--- src/rtl/assert_macros.svh ---
// ----------------------------------------------------------------------------
// assert_macros
// assertion helper macros for the combination enumerator
// ----------------------------------------------------------------------------
`ifndef ASSERT_MACROS_SVH
`define ASSERT_MACROS_SVH

// same-cycle implication, checked at every rising edge outside reset
`define ASSERT_SAME(label, clk, rst_n, ante, cons) \
	label: assert property (@(posedge clk) disable iff (!(rst_n)) (ante) |-> (cons)) \
		else $error("same-cycle check failed");

// next-cycle implication, checked at every rising edge outside reset
`define ASSERT_NEXT(label, clk, rst_n, ante, cons) \
	label: assert property (@(posedge clk) disable iff (!(rst_n)) (ante) |=> (cons)) \
		else $error("next-cycle check failed");

`endif

--- src/rtl/comb_enum_pkg.sv ---
// ----------------------------------------------------------------------------
// comb_enum_pkg
// shared constants, codes and controller/datapath interface types
// ----------------------------------------------------------------------------
package comb_enum_pkg;

	localparam int MAX_ITEMS  = 16;
	localparam int MAX_CHOOSE = 8;

	localparam int FUNC_W     = 2;
	localparam int SLOT_W     = 4;
	localparam int VALUE_W    = 32;
	localparam int POS_W      = 3;
	localparam int N_W        = 5;
	localparam int K_W        = 4;
	localparam int COUNT_W    = 14;
	localparam int CFG_IDX_W  = 2;
	localparam int CFG_DATA_W = 5;

	localparam int IN_DATA_W  = 40;
	localparam int OUT_DATA_W = 56;

	localparam logic [COUNT_W-1:0] COUNT_MAX = 14'h3FFF;
	localparam logic [N_W-1:0]     N_RESET   = 5'd10;
	localparam logic [K_W-1:0]     K_RESET   = 4'd4;

	// input item kinds
	localparam logic [FUNC_W-1:0] FUNC_LOAD    = 2'd0;
	localparam logic [FUNC_W-1:0] FUNC_NEXT    = 2'd1;
	localparam logic [FUNC_W-1:0] FUNC_RESTART = 2'd2;

	// register indexes
	localparam logic [CFG_IDX_W-1:0] CFG_ITEM_COUNT   = 2'd0;
	localparam logic [CFG_IDX_W-1:0] CFG_CHOOSE_COUNT = 2'd1;

	typedef enum logic [1:0] {
		ST_IDLE,
		ST_ADV,
		ST_EMIT,
		ST_EXH
	} ctrl_state_t;

	typedef struct packed {
		logic store_wr;
		logic rewind;
		logic step;
		logic mark_done;
		logic emit_elem;
		logic emit_exh;
	} ctrl_cmd_t;

	typedef struct packed {
		logic adv_ok;
		logic last_pos;
		logic out_free;
	} dp_status_t;

endpackage

--- src/rtl/comb_enum_ctrl.sv ---
// ----------------------------------------------------------------------------
// comb_enum_ctrl
// sequencer: takes input transactions, steps the index set, emits elements
// ----------------------------------------------------------------------------
module comb_enum_ctrl (
	input  logic                                   clk,
	input  logic                                   arst_n,
	input  logic                                   in_valid,
	input  logic [comb_enum_pkg::FUNC_W-1:0]       in_func,
	output logic                                   in_ready,
	input  comb_enum_pkg::dp_status_t              status,
	output comb_enum_pkg::ctrl_cmd_t               cmd
);
	import comb_enum_pkg::*;

	ctrl_state_t state_q;
	ctrl_state_t state_d;
	logic        accept;

	assign accept = in_valid && (state_q == ST_IDLE);

	always_ff @(posedge clk or negedge arst_n) begin
		if (!arst_n) begin
			state_q <= ST_IDLE;
		end else begin
			state_q <= state_d;
		end
	end

	always_comb begin
		state_d = state_q;
		unique case (state_q)
			ST_IDLE: begin
				if (accept && (in_func == FUNC_NEXT)) state_d = ST_ADV;
			end
			ST_ADV: begin
				state_d = status.adv_ok ? ST_EMIT : ST_EXH;
			end
			ST_EMIT: begin
				if (status.out_free && status.last_pos) state_d = ST_IDLE;
			end
			ST_EXH: begin
				if (status.out_free) state_d = ST_IDLE;
			end
			default: state_d = ST_IDLE;
		endcase
	end

	always_comb begin
		cmd      = '0;
		in_ready = 1'b0;
		unique case (state_q)
			ST_IDLE: begin
				in_ready     = 1'b1;
				cmd.store_wr = accept && (in_func == FUNC_LOAD);
				cmd.rewind   = accept && (in_func == FUNC_RESTART);
			end
			ST_ADV: begin
				cmd.step      = status.adv_ok;
				cmd.mark_done = !status.adv_ok;
			end
			ST_EMIT: begin
				cmd.emit_elem = status.out_free;
			end
			ST_EXH: begin
				cmd.emit_exh = status.out_free;
			end
			default: begin
				cmd = '0;
			end
		endcase
	end

endmodule

--- src/rtl/comb_enum_dp.sv ---
// ----------------------------------------------------------------------------
// comb_enum_dp
// value store, index set with next-combination rule, counters, output register
// ----------------------------------------------------------------------------
module comb_enum_dp (
	input  logic                                   clk,
	input  logic                                   arst_n,
	input  comb_enum_pkg::ctrl_cmd_t               cmd,
	output comb_enum_pkg::dp_status_t              status,
	input  logic [comb_enum_pkg::SLOT_W-1:0]       in_slot,
	input  logic [comb_enum_pkg::VALUE_W-1:0]      in_value,
	input  logic                                   cfg_wr,
	input  logic [comb_enum_pkg::CFG_IDX_W-1:0]    cfg_idx,
	input  logic [comb_enum_pkg::CFG_DATA_W-1:0]   cfg_wdata,
	output logic                                   out_valid,
	input  logic                                   out_ready,
	output logic [comb_enum_pkg::VALUE_W-1:0]      out_value,
	output logic [comb_enum_pkg::SLOT_W-1:0]       out_slot,
	output logic [comb_enum_pkg::POS_W-1:0]        out_pos,
	output logic                                   out_last,
	output logic                                   out_exh,
	output logic [comb_enum_pkg::COUNT_W-1:0]      out_number
);
	import comb_enum_pkg::*;

	logic [N_W-1:0]     item_count_q;
	logic [K_W-1:0]     choose_count_q;
	logic [VALUE_W-1:0] value_store [MAX_ITEMS];
	logic [SLOT_W-1:0]  chosen_q [MAX_CHOOSE];
	logic [SLOT_W-1:0]  next_idx [MAX_CHOOSE];
	logic               started_q;
	logic               done_q;
	logic [COUNT_W-1:0] count_q;
	logic [POS_W-1:0]   pos_q;
	logic               out_valid_q;

	logic [N_W-1:0]     n_sat;
	logic [N_W-1:0]     k_ext;
	logic               k_ok;
	logic               found;
	logic [POS_W-1:0]   fidx;
	logic [SLOT_W-1:0]  fval;
	logic [N_W-1:0]     lim;
	logic               rewind;
	logic               out_free;

	assign rewind = cmd.rewind ||
		(cfg_wr && ((cfg_idx == CFG_ITEM_COUNT) || (cfg_idx == CFG_CHOOSE_COUNT)));

	assign n_sat = (item_count_q > N_W'(MAX_ITEMS)) ? N_W'(MAX_ITEMS) : item_count_q;
	assign k_ext = {1'b0, choose_count_q};
	assign k_ok  = (choose_count_q != '0) && (k_ext <= N_W'(MAX_CHOOSE)) && (k_ext <= n_sat);

	// rightmost index still below its ceiling n - k + i
	always_comb begin
		found = 1'b0;
		fidx  = '0;
		fval  = '0;
		lim   = '0;
		for (int i = 0; i < MAX_CHOOSE; i++) begin
			lim = n_sat - k_ext + N_W'(i);
			if ((N_W'(i) < k_ext) && ({1'b0, chosen_q[i]} < lim)) begin
				found = 1'b1;
				fidx  = POS_W'(i);
				fval  = chosen_q[i];
			end
		end
	end

	// refill: index j takes fval + 1 + (j - fidx)
	always_comb begin
		for (int j = 0; j < MAX_CHOOSE; j++) begin
			next_idx[j] = SLOT_W'({1'b0, fval} + N_W'(1) + N_W'(j) - {2'b00, fidx});
		end
	end

	assign out_free        = !out_valid_q || out_ready;
	assign status.adv_ok   = !done_q && k_ok && (!started_q || found);
	assign status.last_pos = ((K_W'(pos_q) + K_W'(1)) == choose_count_q);
	assign status.out_free = out_free;

	always_ff @(posedge clk or negedge arst_n) begin
		if (!arst_n) begin
			item_count_q   <= N_RESET;
			choose_count_q <= K_RESET;
		end else if (cfg_wr) begin
			if (cfg_idx == CFG_ITEM_COUNT)   item_count_q   <= cfg_wdata;
			if (cfg_idx == CFG_CHOOSE_COUNT) choose_count_q <= cfg_wdata[K_W-1:0];
		end
	end

	always_ff @(posedge clk) begin
		if (cmd.store_wr) value_store[in_slot] <= in_value;
	end

	always_ff @(posedge clk or negedge arst_n) begin
		if (!arst_n) begin
			for (int j = 0; j < MAX_CHOOSE; j++) chosen_q[j] <= '0;
			started_q <= 1'b0;
			done_q    <= 1'b0;
			count_q   <= '0;
			pos_q     <= '0;
		end else if (rewind) begin
			for (int j = 0; j < MAX_CHOOSE; j++) chosen_q[j] <= '0;
			started_q <= 1'b0;
			done_q    <= 1'b0;
			count_q   <= '0;
		end else begin
			if (cmd.step) begin
				for (int j = 0; j < MAX_CHOOSE; j++) begin
					if (!started_q) chosen_q[j] <= SLOT_W'(j);
					else if (POS_W'(j) >= fidx) chosen_q[j] <= next_idx[j];
				end
				started_q <= 1'b1;
				pos_q     <= '0;
				if (count_q != COUNT_MAX) count_q <= count_q + COUNT_W'(1);
			end
			if (cmd.mark_done) done_q <= 1'b1;
			if (cmd.emit_elem) pos_q <= pos_q + POS_W'(1);
		end
	end

	// output register
	always_ff @(posedge clk or negedge arst_n) begin
		if (!arst_n) begin
			out_valid_q <= 1'b0;
		end else if (cmd.emit_elem || cmd.emit_exh) begin
			out_valid_q <= 1'b1;
		end else if (out_ready) begin
			out_valid_q <= 1'b0;
		end
	end

	always_ff @(posedge clk) begin
		if (cmd.emit_elem) begin
			out_value  <= value_store[chosen_q[pos_q]];
			out_slot   <= chosen_q[pos_q];
			out_pos    <= pos_q;
			out_last   <= status.last_pos;
			out_exh    <= 1'b0;
			out_number <= count_q;
		end else if (cmd.emit_exh) begin
			out_value  <= '0;
			out_slot   <= '0;
			out_pos    <= '0;
			out_last   <= 1'b1;
			out_exh    <= 1'b1;
			out_number <= count_q;
		end
	end

	assign out_valid = out_valid_q;

endmodule

--- src/rtl/combination_enumerator_core.sv ---
// ----------------------------------------------------------------------------
// combination_enumerator_core: lexicographic k-combination generator
// flow: an accepted next transaction passes the advance state, then the emit
// or exhausted state; one element per cycle leaves the output register while
// m_tready is high; input, load and restart are taken only in the idle state
// reset: arst_n clears n to 10, k to 4, the index set and counters; values kept
// ----------------------------------------------------------------------------
`include "assert_macros.svh"

module combination_enumerator_core (
	input  logic                                      clk,
	input  logic                                      arst_n,
	// input stream
	input  logic                                      s_tvalid,
	output logic                                      s_tready,
	input  logic [comb_enum_pkg::IN_DATA_W-1:0]       s_tdata,  // slot[3:0], value[35:4], zero fill
	input  logic [comb_enum_pkg::FUNC_W-1:0]          s_tuser,  // func[1:0]
	// result stream
	output logic                                      m_tvalid,
	input  logic                                      m_tready,
	output logic [comb_enum_pkg::OUT_DATA_W-1:0]      m_tdata,  // element_value[31:0],
	                                                            // element_slot[35:32],
	                                                            // position[38:36],
	                                                            // combination_number[52:39],
	                                                            // zero fill
	output logic                                      m_tlast,  // last_element
	output logic                                      m_tuser,  // exhausted
	// configuration write channel
	input  logic                                      cfg_valid,
	output logic                                      cfg_ready,
	input  logic [comb_enum_pkg::CFG_IDX_W-1:0]       cfg_index,
	input  logic [comb_enum_pkg::CFG_DATA_W-1:0]      cfg_data
);
	import comb_enum_pkg::*;

	ctrl_cmd_t          cmd;
	dp_status_t         status;
	logic [VALUE_W-1:0] out_value;
	logic [SLOT_W-1:0]  out_slot;
	logic [POS_W-1:0]   out_pos;
	logic [COUNT_W-1:0] out_number;

	// configuration is taken in any cycle; a write to the item or choose count also rewinds the enumeration
	assign cfg_ready = 1'b1;

	// sequencer: idle / advance / emit elements / emit exhausted
	comb_enum_ctrl u_ctrl (
		.clk      (clk),
		.arst_n   (arst_n),
		.in_valid (s_tvalid),
		.in_func  (s_tuser),
		.in_ready (s_tready),
		.status   (status),
		.cmd      (cmd)
	);

	// datapath: value slots, index set, counters and the result register
	comb_enum_dp u_dp (
		.clk        (clk),
		.arst_n     (arst_n),
		.cmd        (cmd),
		.status     (status),
		.in_slot    (s_tdata[SLOT_W-1:0]),
		.in_value   (s_tdata[SLOT_W+VALUE_W-1:SLOT_W]),
		.cfg_wr     (cfg_valid && cfg_ready),
		.cfg_idx    (cfg_index),
		.cfg_wdata  (cfg_data),
		.out_valid  (m_tvalid),
		.out_ready  (m_tready),
		.out_value  (out_value),
		.out_slot   (out_slot),
		.out_pos    (out_pos),
		.out_last   (m_tlast),
		.out_exh    (m_tuser),
		.out_number (out_number)
	);

	// result packing, first field in the low bits
	assign m_tdata = {3'b000, out_number, out_pos, out_slot, out_value};

	// an exhausted result always closes its transaction group
	`ASSERT_SAME(a_exh_is_last, clk, arst_n, m_tvalid && m_tuser, m_tlast)

	// while input is taken, any pending result must be the final one of its group
	`ASSERT_SAME(a_idle_only_last, clk, arst_n, m_tvalid && s_tready, m_tlast)

	// elements of one combination follow back to back with rising positions
	`ASSERT_NEXT(a_pos_step, clk, arst_n, m_tvalid && m_tready && !m_tlast, m_tvalid && (out_pos == $past(out_pos) + 3'd1))

endmodule
--- config.mk ---
export PLATFORM = sky130hd
export DESIGN_NAME = combination_enumerator_core
export DESIGN_NICKNAME = d
export VERILOG_FILES = /design/src/rtl/comb_enum_pkg.sv /design/src/rtl/comb_enum_ctrl.sv /design/src/rtl/comb_enum_dp.sv /design/src/rtl/combination_enumerator_core.sv
export VERILOG_INCLUDE_DIRS = /design/src /design/src/rtl
export SDC_FILE = /design/constraint.sdc
export NUM_CORES = 1
export LEC_CHECK = 0
export BUFFER_PORTS_ARGS = -buffer_cell sky130_fd_sc_hd__buf_2
export CAP_MARGIN = 20
export CORE_ASPECT_RATIO = 2
export CORE_MARGIN = 2
export CORE_UTILIZATION = 60
export CTS_CLUSTER_DIAMETER = 200
export CTS_CLUSTER_SIZE = 12
export DETAILED_ROUTE_END_ITERATION = 10
export PLACE_DENSITY = 0.78
export SYNTH_ARGS = -nofsm -noshare
export SYNTH_HDL_FRONTEND = slang
export SYNTH_SLANG_ARGS = --single-unit
--- constraint.sdc ---
create_clock -name clk -period 9.19 [get_ports clk]
set_input_delay 1.3785 -clock clk [delete_from_list [all_inputs] [get_ports clk]]
set_output_delay 1.3785 -clock clk [all_outputs]
set_load 0.01 [all_outputs]
# == Word-level counts from Yosys, hierarchy flattened ==
# Memories as Yosys holds them, arrays and structs flattened.
# Index checks and enable logic that the tools add are counted.
# word_totals
in_bits,54
ram_bits,512
regBits,118
memories,1
out_inout_bits,61
# mem_list
memory,depth,word_bits,rd,rd_clocked_by_memory_dff,wr,line,source
u_dp.value_store,16,32,1,0,1,comb_enum_dp.sv:28,logic [VALUE_W-1:0] value_store [MAX_ITEMS];
# classes
n_reduce_logical,50
mux,78
bitwise,2
order_cmp,28
eq_ne,19
add_sub_neg,27
# ops
cell,count
$mux W32,4
$mux W4,28
$mux W14,5
$lt A4 B5 Y1,8
$sub A4 B3 Y4,8
$mux W3,8
$ne A3 B3 Y1 const B,8
$reduce_and A2 Y1,12
$mux W1,23
$add A5 B3 Y5 const B,4
$logic_and A1 B1 Y1,18
$add A4 B3 Y4 const B,4
$lt A3 B4 Y1 const A,4
$add A14 B1 Y14 const B,1
$mux W2,7
$ne A14 B14 Y1 const B,1
$bmux W4 S3,1
$ge A3 B3 Y1 const A,4
$reduce_bool A2 Y1,6
$add A5 B2 Y5 const B,2
$add A4 B1 Y4 const B,2
$add A4 B2 Y4 const B,2
$lt A1 B4 Y1 const A,2
$lt A2 B4 Y1 const A,2
24 further kinds,40

# == Logic depth before layout (Yosys ltp) ==
# Gate-level depths: netlist of run 1.
# depth
depth_word,20
ltp_mapped,30
ltp_nobuf,27

# == Hierarchy ==
# From an unflattened synthesis of run 1, not the netlist that was laid out.
# hier_totals
hier_cells,2163
hier_area_um2,27345.0
# modules_own_cells
module,cells_each,n_inst,area_each_um2,seq_area_each_um2
comb_enum_dp,2142,1,27152.3,18546.5
comb_enum_ctrl,15,1,155.1,50.0
combination_enumerator_core,6,1,37.5,0.0

# == Least setup slack after synthesis of run 1 ==
# No wires, ideal clock.
# synth_timing
path_kind,register to register
from,register u_dp.choose_count_q[2]
to,register u_dp.chosen_q[23] in the netlist's numbering
path_stages_with_launch,31
arrival_ns,6.600
n_path_buf,4
setup_slack_ns,2.495
required_time_ns,9.094
path_cell_list,dfstp_2 clkbuf_1 inv_1 ha_1 buf_6 a21o_1 or3_1 buf_2 and2_1 clkbuf_1 ha_1 inv_1 ha_1 o21ai_0 a21oi_1 or2_2 a21oi_1 or3b_2 a31oi_2 o31ai_4 inv_1 ha_1 xnor2_1 inv_1 ha_1 inv_1 fa_1 or2_2 a211oi_1 nor4_1 o31ai_1
# synth_between
elab_chain_cells,18
elab_cells_between_ends,75
classes_between,11 x add/sub; 19 x order compare; 1 x eq/ne; 28 x mux; 16 x reduce/logical
# synth_rtl
element,line,source
start: declaration,comb_enum_dp.sv:27,logic [K_W-1:0] choose_count_q;
start signal: assignment,comb_enum_dp.sv:88,if (cfg_idx == CFG_CHOOSE_COUNT) choose_count_q <= cfg_wdata[K_W-1:0];
$sub A5 B4 Y5,comb_enum_dp.sv:61,lim = n_sat - k_ext + N_W'(i);
$add A5 B1 Y5 or $lt A4 B5 Y1 (tied branches),"comb_enum_dp.sv:61, comb_enum_dp.sv:62",
$lt A4 B5 Y1 or $logic_and A1 B1 Y1 (tied branches),comb_enum_dp.sv:62,"if ((N_W'(i) < k_ext) && ({1'b0, chosen_q[i]} < lim)) begin"
$logic_and A1 B1 Y1 or $mux W4 (tied branches),comb_enum_dp.sv:62,
$mux W4 (7 in series),comb_enum_dp.sv:62,
$add A4 B1 Y4,comb_enum_dp.sv:73,"next_idx[j] = SLOT_W'({1'b0, fval} + N_W'(1) + N_W'(j) - {2'b00, fidx});"
$add A4 B2 Y4,comb_enum_dp.sv:73,
$sub A4 B3 Y4,comb_enum_dp.sv:73,
$mux W4,comb_enum_dp.sv:112,else if (POS_W'(j) >= fidx) chosen_q[j] <= next_idx[j];
$mux W4,comb_enum_dp.sv:111,if (!started_q) chosen_q[j] <= SLOT_W'(j);
$mux W32,comb_enum_dp.sv:109,if (cmd.step) begin
$mux W32,comb_enum_dp.sv:103,end else if (rewind) begin
end signal: indexed assignment,comb_enum_dp.sv:111,
end signal: indexed assignment,comb_enum_dp.sv:112,
end: declaration,comb_enum_dp.sv:29,logic [SLOT_W-1:0] chosen_q [MAX_CHOOSE];
# Several ways; a longest one is shown, not always the timed one. The select of a mux whose other input is x is not followed.
# A chain may end at the register's enable or synchronous reset.

# == Worst setup path in the final report of run 1 ==
# layout_timing
from,register u_dp.item_count_q[4]
to,register u_dp.chosen_q[23] in the netlist's numbering
# layout_between
elab_chain_cells,20
elab_cells_between_ends,66
classes_between,11 x add/sub; 11 x order compare; 1 x eq/ne; 29 x mux; 14 x reduce/logical
# layout_rtl
element,line,source
start: declaration,comb_enum_dp.sv:26,logic [N_W-1:0] item_count_q;
start signal: assignment,comb_enum_dp.sv:87,if (cfg_idx == CFG_ITEM_COUNT) item_count_q <= cfg_wdata;
$gt A5 B5 Y1,comb_enum_dp.sv:50,assign n_sat = (item_count_q > N_W'(MAX_ITEMS)) ? N_W'(MAX_ITEMS) : item_count_q;
$mux W5 *,comb_enum_dp.sv:50,
$sub A5 B4 Y5,comb_enum_dp.sv:61,
$add A5 B1 Y5 or $lt A4 B5 Y1 (tied branches),"comb_enum_dp.sv:61, comb_enum_dp.sv:62",
$lt A4 B5 Y1 or $logic_and A1 B1 Y1 (tied branches),comb_enum_dp.sv:62,
$logic_and A1 B1 Y1 or $mux W4 (tied branches),comb_enum_dp.sv:62,
$mux W4 (7 in series),comb_enum_dp.sv:62,
$add A4 B1 Y4,comb_enum_dp.sv:73,
$add A4 B2 Y4,comb_enum_dp.sv:73,
$sub A4 B3 Y4,comb_enum_dp.sv:73,
$mux W4,comb_enum_dp.sv:112,
$mux W4,comb_enum_dp.sv:111,
$mux W32,comb_enum_dp.sv:109,
$mux W32,comb_enum_dp.sv:103,
# Every way passes the cells marked *; elsewhere a longest branch is shown, timed or not. The select of a mux whose other input is x is not followed.

==> results.md, run 1 <==
- Outcome: finished clean
- Fin. Hold Viols: 0
- Comb power frac: 0.292
- Layout net count: 2230
- # rows: 111
- Total CTS buffers: 58
- Gr ovfl total: 0
- Routability Congestion: 0.9368
- Largest net degree at the start of global routing: 100
- GRT Total Usage: 0.2605
- Post-Synth XOR/XNOR Area: 0.01611
- Critical path's largest stage delay: 0.70 ns
- Worst r2r src: u_dp.item_count_q[4]
- CP cell instances: nand2b_1 -> ha_1 -> inv_1 -> fa_1 -> xor2_1 -> ha_1 -> nand2b_1 -> xnor2_1 -> xnor2_1 -> o22ai_1 -> nand2_1 -> o311ai_1 -> a31o_1 -> nand2_1 -> ha_1 -> xnor2_1 -> inv_1 -> ha_1 -> inv_1 -> fa_1 -> or2_2 -> a211oi_1 -> nor4_1 -> o31ai_1
- Worst slew margin relative to its limit: 0.3482
- Skew final: 0.02498 ns
- CP endpoint kind: register
- Post-CTS Resized: 0
- WL final: 62.27 mm
- Finished Core Util: 0.6640
- CP max FO: 11
- Sequential Power Share: 0.436
- Most frequent CP cell: ha_1
- Final ANT Viol Nets: 0
- Vias in the first global route: 17190
- Worst EP required: 9.70 ns
- Die area: 47650 um2
- Clock slew at reported path FFs: 0.06 ns
- Max clock buf depth: 3
- Post-synth EDFFs: 566
- Predominant post-synthesis flop cell: edfxtp_1
- CTS root buffer: clkbuf_16
- Arr. time, crit path: 7.88 ns
- Die W: 155.4 um
- Main combinational cell family by area after synthesis: compound AO/OA/AOI/OAI gates
- Max Transition Viols Final: 0
- Psw: 2.557 mW
- Fin crit share: 0.8025
- Hold Crit Class: reg -> reg
- I/O pin cnt: 115
- Crit path launch type: register
- Setup tns final: 0 ns
- Clk pwr share: 0.272
- Mux cell area share after synthesis: 0.01566
- Starting Density: 0.6035
- Gate Count Post-Synth: 2058
- Fin crit period: 7.375 ns
- Routed vias/inst: 6.465
- Worst-Margin Slew: 0.9776 ns
- Clk Latency, worst-skew pair: 0.62 ns
- Cell Area, Synth: 27490 um2
- Htree depth: 2
- Post-synthesis sequential area ratio: 0.6765
- DRC viols: 0
- Detailed-route wire length per cell: 22.99 um
- Post-synth ARST share: 0.1000
- First-pass GRT wire length: 95.26 mm
- Synth Register Bits: 630
- Initial DRC Count: 1695
- Synth unique cells: 78
- Area growth from synthesis to layout: 10.03%
- Int Pwr: 5.302 mW
- Share of layout cells above drive strength 1: 0.1279
- Pwr Density: 259.8 nW/um2
- RSZ-0062 raised after global routing: false
- Sw Share: 0.3254
- TritonRoute pass-1 iters: 5
- # Max-Cap Violations: 0
- Compound-Gate Fraction of Synth Area: 0.1365
- Post-synthesis area per instance: 13.36 um2
- Simple-gate portion of the synthesized area: 0.1022
- # port buffers: 106
- Setup crit start: u_dp.item_count_q[4]
- CP max-delay cell: xor2_1
- Core region area: 45550 um2
- Hold buffers post-CTS: 0
- Die height: 306.7 um
- Final-report setup violation count: 0
- Fmax: 135.6 MHz
- WS Path Type: reg -> reg
- Setup bufs post-CTS: 0
- Static leakage: 10.38 nW
- CTS sink cnt: 630
- Adder-cell share of the synthesized area: 0.02731
- CTS tree: built
- Worst Min Path Start: u_dp.out_exh
- Synth warn: 0
- HPWL after DPL: 34.21 mm
- Antenna violations before repair: 3
- Vias: 17520
- Peak supply drop: 276.6 uV
kinds of logic after synthesis:
group	after synthesis
fa+ha+maj	54
other cells	2
compound gates	522
buf+inv	177
mux	31
flops	630
xor+xnor	44
simple gates	598
state kept, by name, indices dropped and copies added (netlist names):
register,flops
u_dp.value_store,512
u_dp.chosen_q,32
u_dp.out_value,32
u_dp.count_q,14
u_dp.out_number,14
u_dp.item_count_q,5
u_dp.choose_count_q,4
u_dp.out_slot,4
u_dp.out_pos,3
u_dp.pos_q,3
u_ctrl.state_q,2
u_dp.done_q,1
u_dp.out_exh,1
u_dp.out_last,1
u_dp.out_valid,1
u_dp.started_q,1
routing by layer:
layer  wire (um)  share of wire  up-vias  track usage
met3        4838          0.078      188      0.04016
li1            -              -     7920            -
met4        2633          0.042        6       0.1124
met5          34        0.00055        -            0
met1       24620           0.40     8564       0.3451
met2       30150           0.48      837       0.4307
final timing paths:
kind	end	slack [ns]	depth (start not counted)
hold reg to reg	u_dp.out_exh	0.48	1
hold / removal	u_dp.out_exh	0.48	1
min in group asynchronous	u_dp.chosen_q[29]	0.94	2
setup / recovery	u_dp.chosen_q[23]	1.82	24
setup reg to reg	u_dp.chosen_q[23]	1.82	24
max in group asynchronous	u_dp.item_count_q[4]	7.68	2
cells in the mapped netlist (all sizes together), types with 5 or more instances:
| cell | instances | area, um2 |
|---|---|---|
| a211o | 5 | 43.79 |
| a211oi | 201 | 1531 |
| a21oi | 59 | 295.3 |
| a22o | 6 | 52.55 |
| a311oi | 68 | 595.6 |
| a31oi | 74 | 469.2 |
| a32o | 7 | 70.07 |
| and2 | 140 | 880.8 |
| and3 | 8 | 55.05 |
| buf | 16 | 96.34 |
| clkbuf | 123 | 461.7 |
| dfrtp | 60 | 1501 |
| edfxtp | 566 | 17000 |
| fa | 10 | 200.2 |
| ha | 44 | 550.5 |
| inv | 38 | 142.6 |
| mux2 | 16 | 180.2 |
| mux2i | 7 | 70.07 |
| mux4 | 8 | 180.2 |
| nand2 | 310 | 1164 |
| nand2b | 10 | 62.56 |
| nand3 | 14 | 70.07 |
| nand4 | 7 | 43.79 |
| nor2 | 63 | 239.0 |
| nor2b | 8 | 50.05 |
| nor3 | 13 | 65.06 |
| o211ai | 6 | 45.04 |
| o21a | 10 | 75.07 |
| o21ai | 44 | 227.7 |
| o22ai | 11 | 68.82 |
| o31ai | 7 | 66.31 |
| or2 | 5 | 31.28 |
| or3 | 9 | 56.30 |
| xnor2 | 26 | 227.7 |
| xor2 | 14 | 122.6 |
cell usage in the layout (no fill, tap or decap), types with 6 or more instances in the layout:
cell type	n
nand4_1	7
xor2_1	14
clkbuf_16	59
o21a_1	10
a32o_1	7
nand2b_1	10
or3_1	9
and2_1	119
buf_2	106
nand2_1	310
inv_1	37
ha_1	44
fa_1	10
buf_4	34
o21ai_0	36
nor2_4	12
and3_1	7
xnor2_1	26
a22o_1	6
edfxtp_1	566
o21ai_1	6
o22ai_1	11
mux4_2	8
dfrtp_1	60
o31ai_1	6
nand3_1	14
clkbuf_1	19
mux2_2	15
and2_0	19
a311oi_1	68
a211oi_1	198
nor3_1	9
nor2_1	50
nor2b_1	8
a21oi_1	59
o211ai_1	6
a31oi_1	73
power by group through the flow:
stage          sequential [mW]  clock [mW]  combinational, mW
6_report                  3.43        2.14               2.29
5_1_grt                   3.44        2.26               2.52
4_1_cts                   3.43        2.16               2.28
3_5_place_dp              3.48           0               2.27
3_3_place_gp              3.48           0               2.22
2_1_floorplan             3.47           0               1.60
final cells by class:
type	count	area (um2)
Tap cell	565	706.9
Fill cell	3124	15310
Clock inverter	3	68.82
Inverter	38	142.6
Multi-Input combinational cell	1253	8376
Clock buffer	78	1548
Sequential cell	630	18600
Timing Repair Buffer	141	805.8
Antenna cell	1	2.502
critical path: cells and delay by family (launching register included):
| family | cells | cell delay [ns] |
|---|---|---|
| adder cells (fa/ha/maj) | 6 | 2.32 |
| AO/OA/AOI/OAI | 5 | 1.71 |
| XOR/XNOR | 4 | 1.32 |
| AND/OR/NAND/NOR | 6 | 0.98 |
| flip-flops | 1 | 0.58 |
| buffers and inverters | 3 | 0.36 |
per-stage QoR:
| step | instances | total power, mW | hold slack (ns) | cell area [um2] | setup WS [ns] |
|---|---|---|---|---|---|
| finish | 2709 | 7.859 | 0.4834 | 30250 | 1.815 |
| global route | 2708 | 8.218 | 0.5012 | 30240 | 1.306 |
| CTS | 2707 | 7.873 | 0.4875 | 30220 | 1.864 |
| detailed placement | 2626 | 5.752 | 0.4723 | 28610 | 1.907 |
| global placement | 2626 | 5.702 | 0.4587 | 28610 | 2.001 |
| floorplan | 2060 | 5.068 | 0.4551 | 27500 | 2.495 |
Note: power is estimated with default switching activity, not from simulation.
==> run 2, diff against run 1 <==
==> constraint.sdc (replaced) <==
create_clock -name clk -period 7.41 [get_ports clk]
set_input_delay 1.1115 -clock clk [delete_from_list [all_inputs] [get_ports clk]]
set_output_delay 1.1115 -clock clk [all_outputs]
set_load 0.01 [all_outputs]
==> run 2 against run 1 <==
  * Worst setup slack lost 1.3 ns
  * Core utilization is 0.14 points higher
  * Maximum frequency grew 7.3%
  * Total power is 25% higher
  * Sequential share of layout area shrank 0.13 points
  * Combinational power rose by 27%
  * Critical endpoint unchanged
  * Die area unchanged
  * Worst hold slack lost 0.0058 ns
  * Highest routed layer unchanged
==> results.md, run 2 (same netlist as run 1, synthesis figures left out) <==
- Detailed-route wire length per cell: 23.16 um (was 22.99 um)
- # Max-Cap Violations: 0 (unchanged)
- Share of layout cells above drive strength 1: 0.1299 (was 0.1279)
- Max Transition Viols Final: 0 (unchanged)
- CP cell instances: inv_1 -> ha_1 -> a21o_1 -> o21ai_1 -> and2_1 -> ha_1 -> nand2b_1 -> xnor2_1 -> xnor2_1 -> o22ai_1 -> nand2_1 -> o311ai_1 -> a31o_1 -> nand2_1 -> ha_1 -> xnor2_1 -> inv_1 -> ha_1 -> inv_1 -> fa_1 -> or2_2 -> a211oi_1 -> nor4_1 -> o31ai_1 (was nand2b_1 -> ha_1 -> inv_1 -> fa_1 -> xor2_1 -> ha_1 -> nand2b_1 -> xnor2_1 -> xnor2_1 -> o22ai_1 -> nand2_1 -> o311ai_1 -> a31o_1 -> nand2_1 -> ha_1 -> xnor2_1 -> inv_1 -> ha_1 -> inv_1 -> fa_1 -> or2_2 -> a211oi_1 -> nor4_1 -> o31ai_1)
- Die area: 47650 um2 (unchanged)
- Starting Density: 0.6035 (unchanged)
- Hold Crit Class: reg -> reg (unchanged)
- CTS root buffer: clkbuf_16 (unchanged)
- Max FFs per register: 512 (unchanged)
- WL final: 62.83 mm (was 62.27 mm)
- Post-Place Cell Area: 28680 um2 (was 28610 um2)
- Htree depth: 2 (unchanged)
- Area growth from synthesis to layout: 10.25% (was 10.03%)
- Final worst-path setup slack: 0.5394 ns (was 1.815 ns)
- Worst EP required: 7.92 ns (was 9.70 ns)
- CP max-delay cell: dfstp_2 (was xor2_1)
- I/O pin cnt: 115 (unchanged)
- Top Registers: u_dp.value_store: 512 flops, u_dp.chosen_q: 32 flops, u_dp.out_value: 32 flops (unchanged)
- Peak supply drop: 198.9 uV (was 276.6 uV)
- DRC viols: 0 (unchanged)
- Fin. Hold Viols: 0 (unchanged)
- Routability Congestion: 0.9331 (was 0.9368)
- Fmax: 145.5 MHz (was 135.6 MHz)
- Int Pwr: 6.606 mW (was 5.302 mW)
- Setup bufs post-CTS: 0 (unchanged)
- Initial DRC Count: 1890 (was 1695)
- Vias: 17550 (was 17520)
- CP endpoint kind: register (unchanged)
- Most flops, register: u_dp.value_store (unchanged)
- HPWL after DPL: 35.02 mm (was 34.21 mm)
- Skew final: 0.01623 ns (was 0.02498 ns)
- Sequential Power Share: 0.434 (was 0.436)
- Layout net count: 2234 (was 2230)
- Max clock buf depth: 3 (unchanged)
- Hold WS: 0.4776 ns (was 0.4834 ns)
- # rows: 111 (unchanged)
- Commonest non-fill, non-tap cells in the layout: 566 x edfxtp_1, 310 x nand2_1, 198 x a211oi_1 (unchanged)
- Gr ovfl total: 0 (unchanged)
- Arr. time, crit path: 7.38 ns (was 7.88 ns)
- Worst slew margin relative to its limit: 0.3225 (was 0.3482)
- Post-route cell area: 30310 um2 (was 30250 um2)
- Critical path's largest stage delay: 0.65 ns (was 0.70 ns)
- Final ANT Viol Nets: 0 (unchanged)
- Die W: 155.4 um (unchanged)
- Worst-Margin Slew: 1.016 ns (was 0.9776 ns)
- Comb power frac: 0.296 (was 0.292)
- Most common library cell in the layout ignoring fill and taps: edfxtp_1 (unchanged)
- Die height: 306.7 um (unchanged)
- Clk Latency, worst-skew pair: 0.61 ns (was 0.62 ns)
- GRT Total Usage: 0.2620 (was 0.2605)
- Setup tns final: 0 ns (unchanged)
- TritonRoute pass-1 iters: 8 (was 5)
- Static leakage: 10.42 nW (was 10.38 nW)
- Fin crit share: 0.9272 (was 0.8025)
- Cell family with most CP delay: adder cells (unchanged)
- WS Path Type: reg -> reg (unchanged)
- Final-report setup violation count: 0 (unchanged)
- Pwr Density: 323.6 nW/um2 (was 259.8 nW/um2)
- Clk pwr share: 0.271 (was 0.272)
- Clock slew at reported path FFs: 0.07 ns (was 0.06 ns)
- First-pass GRT wire length: 96.02 mm (was 95.26 mm)
- Finished Core Util: 0.6653 (was 0.6640)
- Crit path launch type: register (unchanged)
- Routed vias/inst: 6.467 (was 6.465)
- Core region area: 45550 um2 (unchanged)
- CP max FO: 11 (unchanged)
- Total CTS buffers: 58 (unchanged)
- Vias in the first global route: 17060 (was 17190)
- Antenna violations before repair: 3 (unchanged)
- Sw Share: 0.3264 (was 0.3254)
- Buffers plus inverters on the worst setup path: 3 (unchanged)
- Reg2reg setup slack: 0.54 ns (was 1.82 ns)
- Fin crit period: 6.871 ns (was 7.375 ns)
- Fillers: 3091 (was 3124)
- Psw: 3.201 mW (was 2.557 mW)
- CTS sink cnt: 630 (unchanged)
- CTS tree: built (unchanged)
- Most frequent CP cell: ha_1 (unchanged)
- # port buffers: 106 (unchanged)
- RSZ-0062 raised after global routing: false (unchanged)
- Dpl ws: 0.5324 ns (was 1.907 ns)
- Outcome: finished clean (unchanged)
- Largest net degree at the start of global routing: 196 (was 100)
## run 2: changes by cell type in the layout (fill, tap and decap cells not counted)
cell     delta
xor2_2      +1
o21ai_0     -1
buf_12      +2
xor2_1      -1
o21ai_1     +1
buf_4       +2
## run 2: power by group through the flow
stage               registers, mW  clock network (mW)  logic, mW
floorplan                    4.31                   0       1.98
global placement             4.32                   0       2.80
detailed placement           4.32                   0       2.86
CTS                          4.25                2.68       2.87
global route                 4.27                2.82       3.19
finish                       4.25                2.65       2.90
## run 2: through the flow
stage	cells	total power [mW]
finish	2713	9.807
CTS	2712	9.811
detailed placement	2631	7.178
global route	2712	10.28
floorplan	2060	6.286
global placement	2631	7.118
## run 2: final timing paths
kind                                         from              endpoint  depth (start not counted)
min in group asynchronous                  arst_n     u_dp.chosen_q[12]                          2
min                                  u_dp.out_exh          u_dp.out_exh                          1
max                        u_dp.choose_count_q[2]     u_dp.chosen_q[23]                         24
max in group asynchronous                  arst_n  u_dp.item_count_q[4]                          2
min reg2reg                          u_dp.out_exh          u_dp.out_exh                          1
max reg2reg                u_dp.choose_count_q[2]     u_dp.chosen_q[23]                         24
## run 2: worst register-to-register path, stage by stage (launching register included)
cell and delay (ns):
dfstp_2 0.65, inv_1 0.09, ha_1 0.42, a21o_1 0.25
o21ai_1 0.33, and2_1 0.46, ha_1 0.46, nand2b_1 0.12
xnor2_1 0.15, xnor2_1 0.14, o22ai_1 0.36, nand2_1 0.14
o311ai_1 0.32, a31o_1 0.29, nand2_1 0.09, ha_1 0.22
xnor2_1 0.35, inv_1 0.09, ha_1 0.43, inv_1 0.12
fa_1 0.51, or2_2 0.32, a211oi_1 0.20, nor4_1 0.09
o31ai_1 0.18
## run 2: repair_timing
item,4_1_cts,5_1_grt
resized for setup,0,2
hold buffers,0,0
endpoints found under the hold margin,0,0
endpoints found under the setup margin,0,1
## run 2: metal layers
metal  track usage  routed length (um)  vias to the layer above
met1        0.3586               25120                     8653
met4        0.1028                2311                        4
met3       0.03143                4576                      159
met2        0.4327               30790                      805
met5             0                  28                        -
li1              -                   -                     7924
## run 2: area by class of cell
cell class | instances | area (um2) | area share
Inverter | 38 | 142.6 | 0.004706
Tap cell | 565 | 706.9 | 0.02332
Antenna cell | 1 | 2.502 | 0.00008256
Sequential cell | 630 | 18600 | 0.6136
Timing Repair Buffer | 145 | 860.8 | 0.02840
Clock inverter | 3 | 68.82 | 0.002270
Multi-Input combinational cell | 1253 | 8383 | 0.2766
Clock buffer | 78 | 1548 | 0.05106
==> run 3, diff against run 2 <==
--- a/config.mk
+++ b/config.mk
@@ -8,13 +8,13 @@
 export LEC_CHECK = 0
 export BUFFER_PORTS_ARGS = -buffer_cell sky130_fd_sc_hd__buf_2
 export CAP_MARGIN = 20
-export CORE_ASPECT_RATIO = 2
+export CORE_ASPECT_RATIO = 0.5
 export CORE_MARGIN = 2
 export CORE_UTILIZATION = 60
 export CTS_CLUSTER_DIAMETER = 200
 export CTS_CLUSTER_SIZE = 12
 export DETAILED_ROUTE_END_ITERATION = 10
-export PLACE_DENSITY = 0.78
+export PLACE_DENSITY_LB_ADDON = 0.2
 export SYNTH_ARGS = -nofsm -noshare
 export SYNTH_HDL_FRONTEND = slang
 export SYNTH_SLANG_ARGS = --single-unit
==> constraint.sdc (replaced) <==
create_clock -name clk -period 8.45 [get_ports clk]
set_input_delay 1.2675 -clock clk [delete_from_list [all_inputs] [get_ports clk]]
set_output_delay 1.2675 -clock clk [all_outputs]
set_load 0.01 [all_outputs]
==> run 3 against run 2 <==
  * Sequential share of layout area increased by 0.15 points
  * Register-to-register slack improved by 0.53 ns
  * Largest cell class unchanged
  * Sequential cell count unchanged
  * Combinational power decreased by 14%
  * Critical path type unchanged
  * Die area unchanged
  * Total power decreased by 13%
  * Routed wire length decreased by 1.9%
  * Worst setup slack improved by 0.53 ns
  * Clock skew about the same
  * Maximum frequency decreased by 6.8%
  * Highest routed layer is now met4
  * Clock power decreased by 12%
  * Design area decreased by 0.24%
==> results.md, run 3 (same netlist as run 1, synthesis figures left out) <==
- Outcome: finished clean (unchanged)
- CTS root buffer: clkbuf_16 (unchanged)
- Hold WS: 0.4957 ns (was 0.4776 ns)
- Max clock buf depth: 3 (unchanged)
- Vias in the first global route: 16300 (was 17060)
- Starting Density: 0.6080 (was 0.6035)
- Arr. time, crit path: 7.88 ns (was 7.38 ns)
- Hold buffers post-CTS: 0 (unchanged)
- TritonRoute pass-1 iters: 5 (was 8)
- Setup tns final: 0 ns (unchanged)
- Routability Congestion: 0.9175 (was 0.9331)
- Worst EP required: 8.95 ns (was 7.92 ns)
- Layout net count: 2226 (was 2234)
- # Max-Cap Violations: 0 (unchanged)
- Worst Min Path Start: u_dp.out_exh (unchanged)
- Pwr Density: 282.4 nW/um2 (was 323.6 nW/um2)
- Crit path launch type: register (unchanged)
- Buffers plus inverters on the worst setup path: 4 (was 3)
- HPWL after DPL: 34.03 mm (was 35.02 mm)
- CTS tree: built (unchanged)
- Clk Latency, worst-skew pair: 0.61 ns (about the same)
- Die W: 306.7 um (was 155.4 um)
- # rows: 55 (was 111)
- Cell family with most CP delay: compound AO/OA/AOI/OAI gates (was adder cells)
- Area growth from synthesis to layout: 9.986% (was 10.25%)
- DRC viols: 0 (unchanged)
- Core region area: 45210 um2 (was 45550 um2)
- Fin crit share: 0.8729 (was 0.9272)
- WS Path Type: reg -> reg (unchanged)
- GRT Total Usage: 0.2587 (was 0.2620)
- Hold depth: 1 (unchanged)
- Clock slew at reported path FFs: 0.06 ns (was 0.07 ns)
- Worst slew margin relative to its limit: 0.1933 (was 0.3225)
- Top Registers: u_dp.value_store: 512 flops, u_dp.chosen_q: 32 flops, u_dp.out_value: 32 flops (unchanged)
- Post-CTS Resized: 0 (unchanged)
- Fmax: 135.6 MHz (was 145.5 MHz)
- Antenna violations before repair: 2 (was 3)
- CTS sink cnt: 630 (unchanged)
- WL final: 61.66 mm (was 62.83 mm)
- Fin. Hold Viols: 0 (unchanged)
- Largest net degree at the start of global routing: 234 (was 196)
- Max FFs per register: 512 (unchanged)
- RSZ-0062 raised after global routing: false (unchanged)
- Most flops, register: u_dp.value_store (unchanged)
- Max Transition Viols Final: 0 (unchanged)
- Fin crit period: 7.376 ns (was 6.871 ns)
- Initial DRC Count: 2107 (was 1890)
- CP max FO: 11 (unchanged)
- Vias: 17230 (was 17550)
- Setup bufs post-CTS: 0 (unchanged)
- Skew final: 0.01586 ns (was 0.01623 ns)
- Peak supply drop: 190.2 uV (was 198.9 uV)
- CP endpoint kind: register (unchanged)
- Die area: 47650 um2 (unchanged)
- Routed vias/inst: 6.291 (was 6.467)
- Critical path's largest stage delay: 0.66 ns (was 0.65 ns)
- # port buffers: 106 (unchanged)
- CP max-delay cell: o22ai_1 (was dfstp_2)
- Most common library cell in the layout ignoring fill and taps: edfxtp_1 (unchanged)
- Reg2reg setup slack: 1.07 ns (was 0.54 ns)
- Worst-Margin Slew: 1.210 ns (was 1.016 ns)
- Worst r2r path cells: 24 (unchanged)
- I/O pin cnt: 115 (unchanged)
- First-pass GRT wire length: 94.71 mm (was 96.02 mm)
- Commonest non-fill, non-tap cells in the layout: 566 x edfxtp_1, 310 x nand2_1, 198 x a211oi_1 (unchanged)
- CP cell instances: inv_1 -> ha_1 -> a21o_1 -> o21ai_1 -> and2_1 -> ha_1 -> nand2b_1 -> xnor2_1 -> xnor2_1 -> o22ai_1 -> or3b_2 -> a31oi_2 -> o31ai_4 -> inv_1 -> ha_1 -> xnor2_1 -> inv_1 -> ha_1 -> inv_1 -> fa_1 -> or2_2 -> a211oi_1 -> nor4_1 -> o31ai_1 (was inv_1 -> ha_1 -> a21o_1 -> o21ai_1 -> and2_1 -> ha_1 -> nand2b_1 -> xnor2_1 -> xnor2_1 -> o22ai_1 -> nand2_1 -> o311ai_1 -> a31o_1 -> nand2_1 -> ha_1 -> xnor2_1 -> inv_1 -> ha_1 -> inv_1 -> fa_1 -> or2_2 -> a211oi_1 -> nor4_1 -> o31ai_1)
- Worst Hold End: u_dp.out_exh (unchanged)
- Detailed-route wire length per cell: 22.52 um (was 23.16 um)
- Htree depth: 2 (unchanged)
- Setup crit start: u_dp.choose_count_q[2] (unchanged)
- Pwr Total: 8.539 mW (was 9.807 mW)
- Total CTS buffers: 58 (unchanged)
- Crit path depth: 24 (unchanged)
- Final-report setup violation count: 0 (unchanged)
- Gr ovfl total: 0 (unchanged)
- Static leakage: 10.35 nW (was 10.42 nW)
- Share of layout cells above drive strength 1: 0.1258 (was 0.1299)
- Hold Crit Class: reg -> reg (unchanged)
- Final ANT Viol Nets: 0 (unchanged)
- Worst r2r src: u_dp.choose_count_q[2] (unchanged)
- Die height: 155.4 um (was 306.7 um)
- R2R Path End: u_dp.chosen_q[23] (unchanged)
[run 3: report_power, final]
part           total (mW)  switching [mW]  internal (mW)
logic                2.49            1.58          0.903
registers            3.72           0.129           3.59
clock network        2.33            1.08           1.25
total                8.54            2.80           5.74
[run 3: worst max-delay path by stage]
stage,end,slack (ns)
3_5_place_dp,u_dp.chosen_q[23],1.18
3_3_place_gp,u_dp.chosen_q[23],1.34
5_1_grt,u_dp.chosen_q[23],0.40
4_1_cts,u_dp.chosen_q[23],1.14
2_1_floorplan,u_dp.chosen_q[23],1.75
6_report,u_dp.chosen_q[23],1.07
[run 3: stage by stage]
| stage | cell area, um2 | std cells | worst slack, ns | utilization |
|---|---|---|---|---|
| 2_1_floorplan | 27500 | 2060 | 1.755 | - |
| 3_3_place_gp | 28640 | 2656 | 1.341 | 0.6334 |
| 3_5_place_dp | 28640 | 2656 | 1.180 | 0.6334 |
| 4_1_cts | 30230 | 2736 | 1.138 | 0.6686 |
| 5_1_grt | 30240 | 2738 | 0.4050 | 0.6687 |
| 6_report | 30240 | 2738 | 1.074 | 0.6687 |
[run 3: worst register-to-register path, stage by stage, from the launching register on]
cell      delay (ns)
dfstp_2         0.65
inv_1           0.09
ha_1            0.40
a21o_1          0.24
o21ai_1         0.34
and2_1          0.44
ha_1            0.48
nand2b_1        0.14
xnor2_1         0.16
xnor2_1         0.15
o22ai_1         0.66
or3b_2          0.26
a31oi_2         0.12
o31ai_4         0.36
inv_1           0.12
ha_1            0.21
xnor2_1         0.33
inv_1           0.09
ha_1            0.43
inv_1           0.24
fa_1            0.55
or2_2           0.32
a211oi_1        0.22
nor4_1          0.10
o31ai_1         0.20
[run 3: routing by layer]
layer | wire [um] | vias up | track usage
met4 | 1077 | 0 | 0.06116
met2 | 29500 | 659 | 0.4140
li1 | - | 7938 | -
met5 | 0 | - | 0
met1 | 26460 | 8537 | 0.3798
met3 | 4618 | 91 | 0.03896
[run 3: area by class of cell]
| cell class | count | area (um2) |
|---|---|---|
| antenna | 2 | 5.005 |
| clock buffer | 77 | 1523 |
| clock inverter | 3 | 68.82 |
| fill | 3123 | 14980 |
| inverter | 38 | 142.6 |
| multi-input combinational | 1253 | 8376 |
| sequential | 630 | 18600 |
| tap | 598 | 748.2 |
| timing repair buffer | 137 | 775.7 |
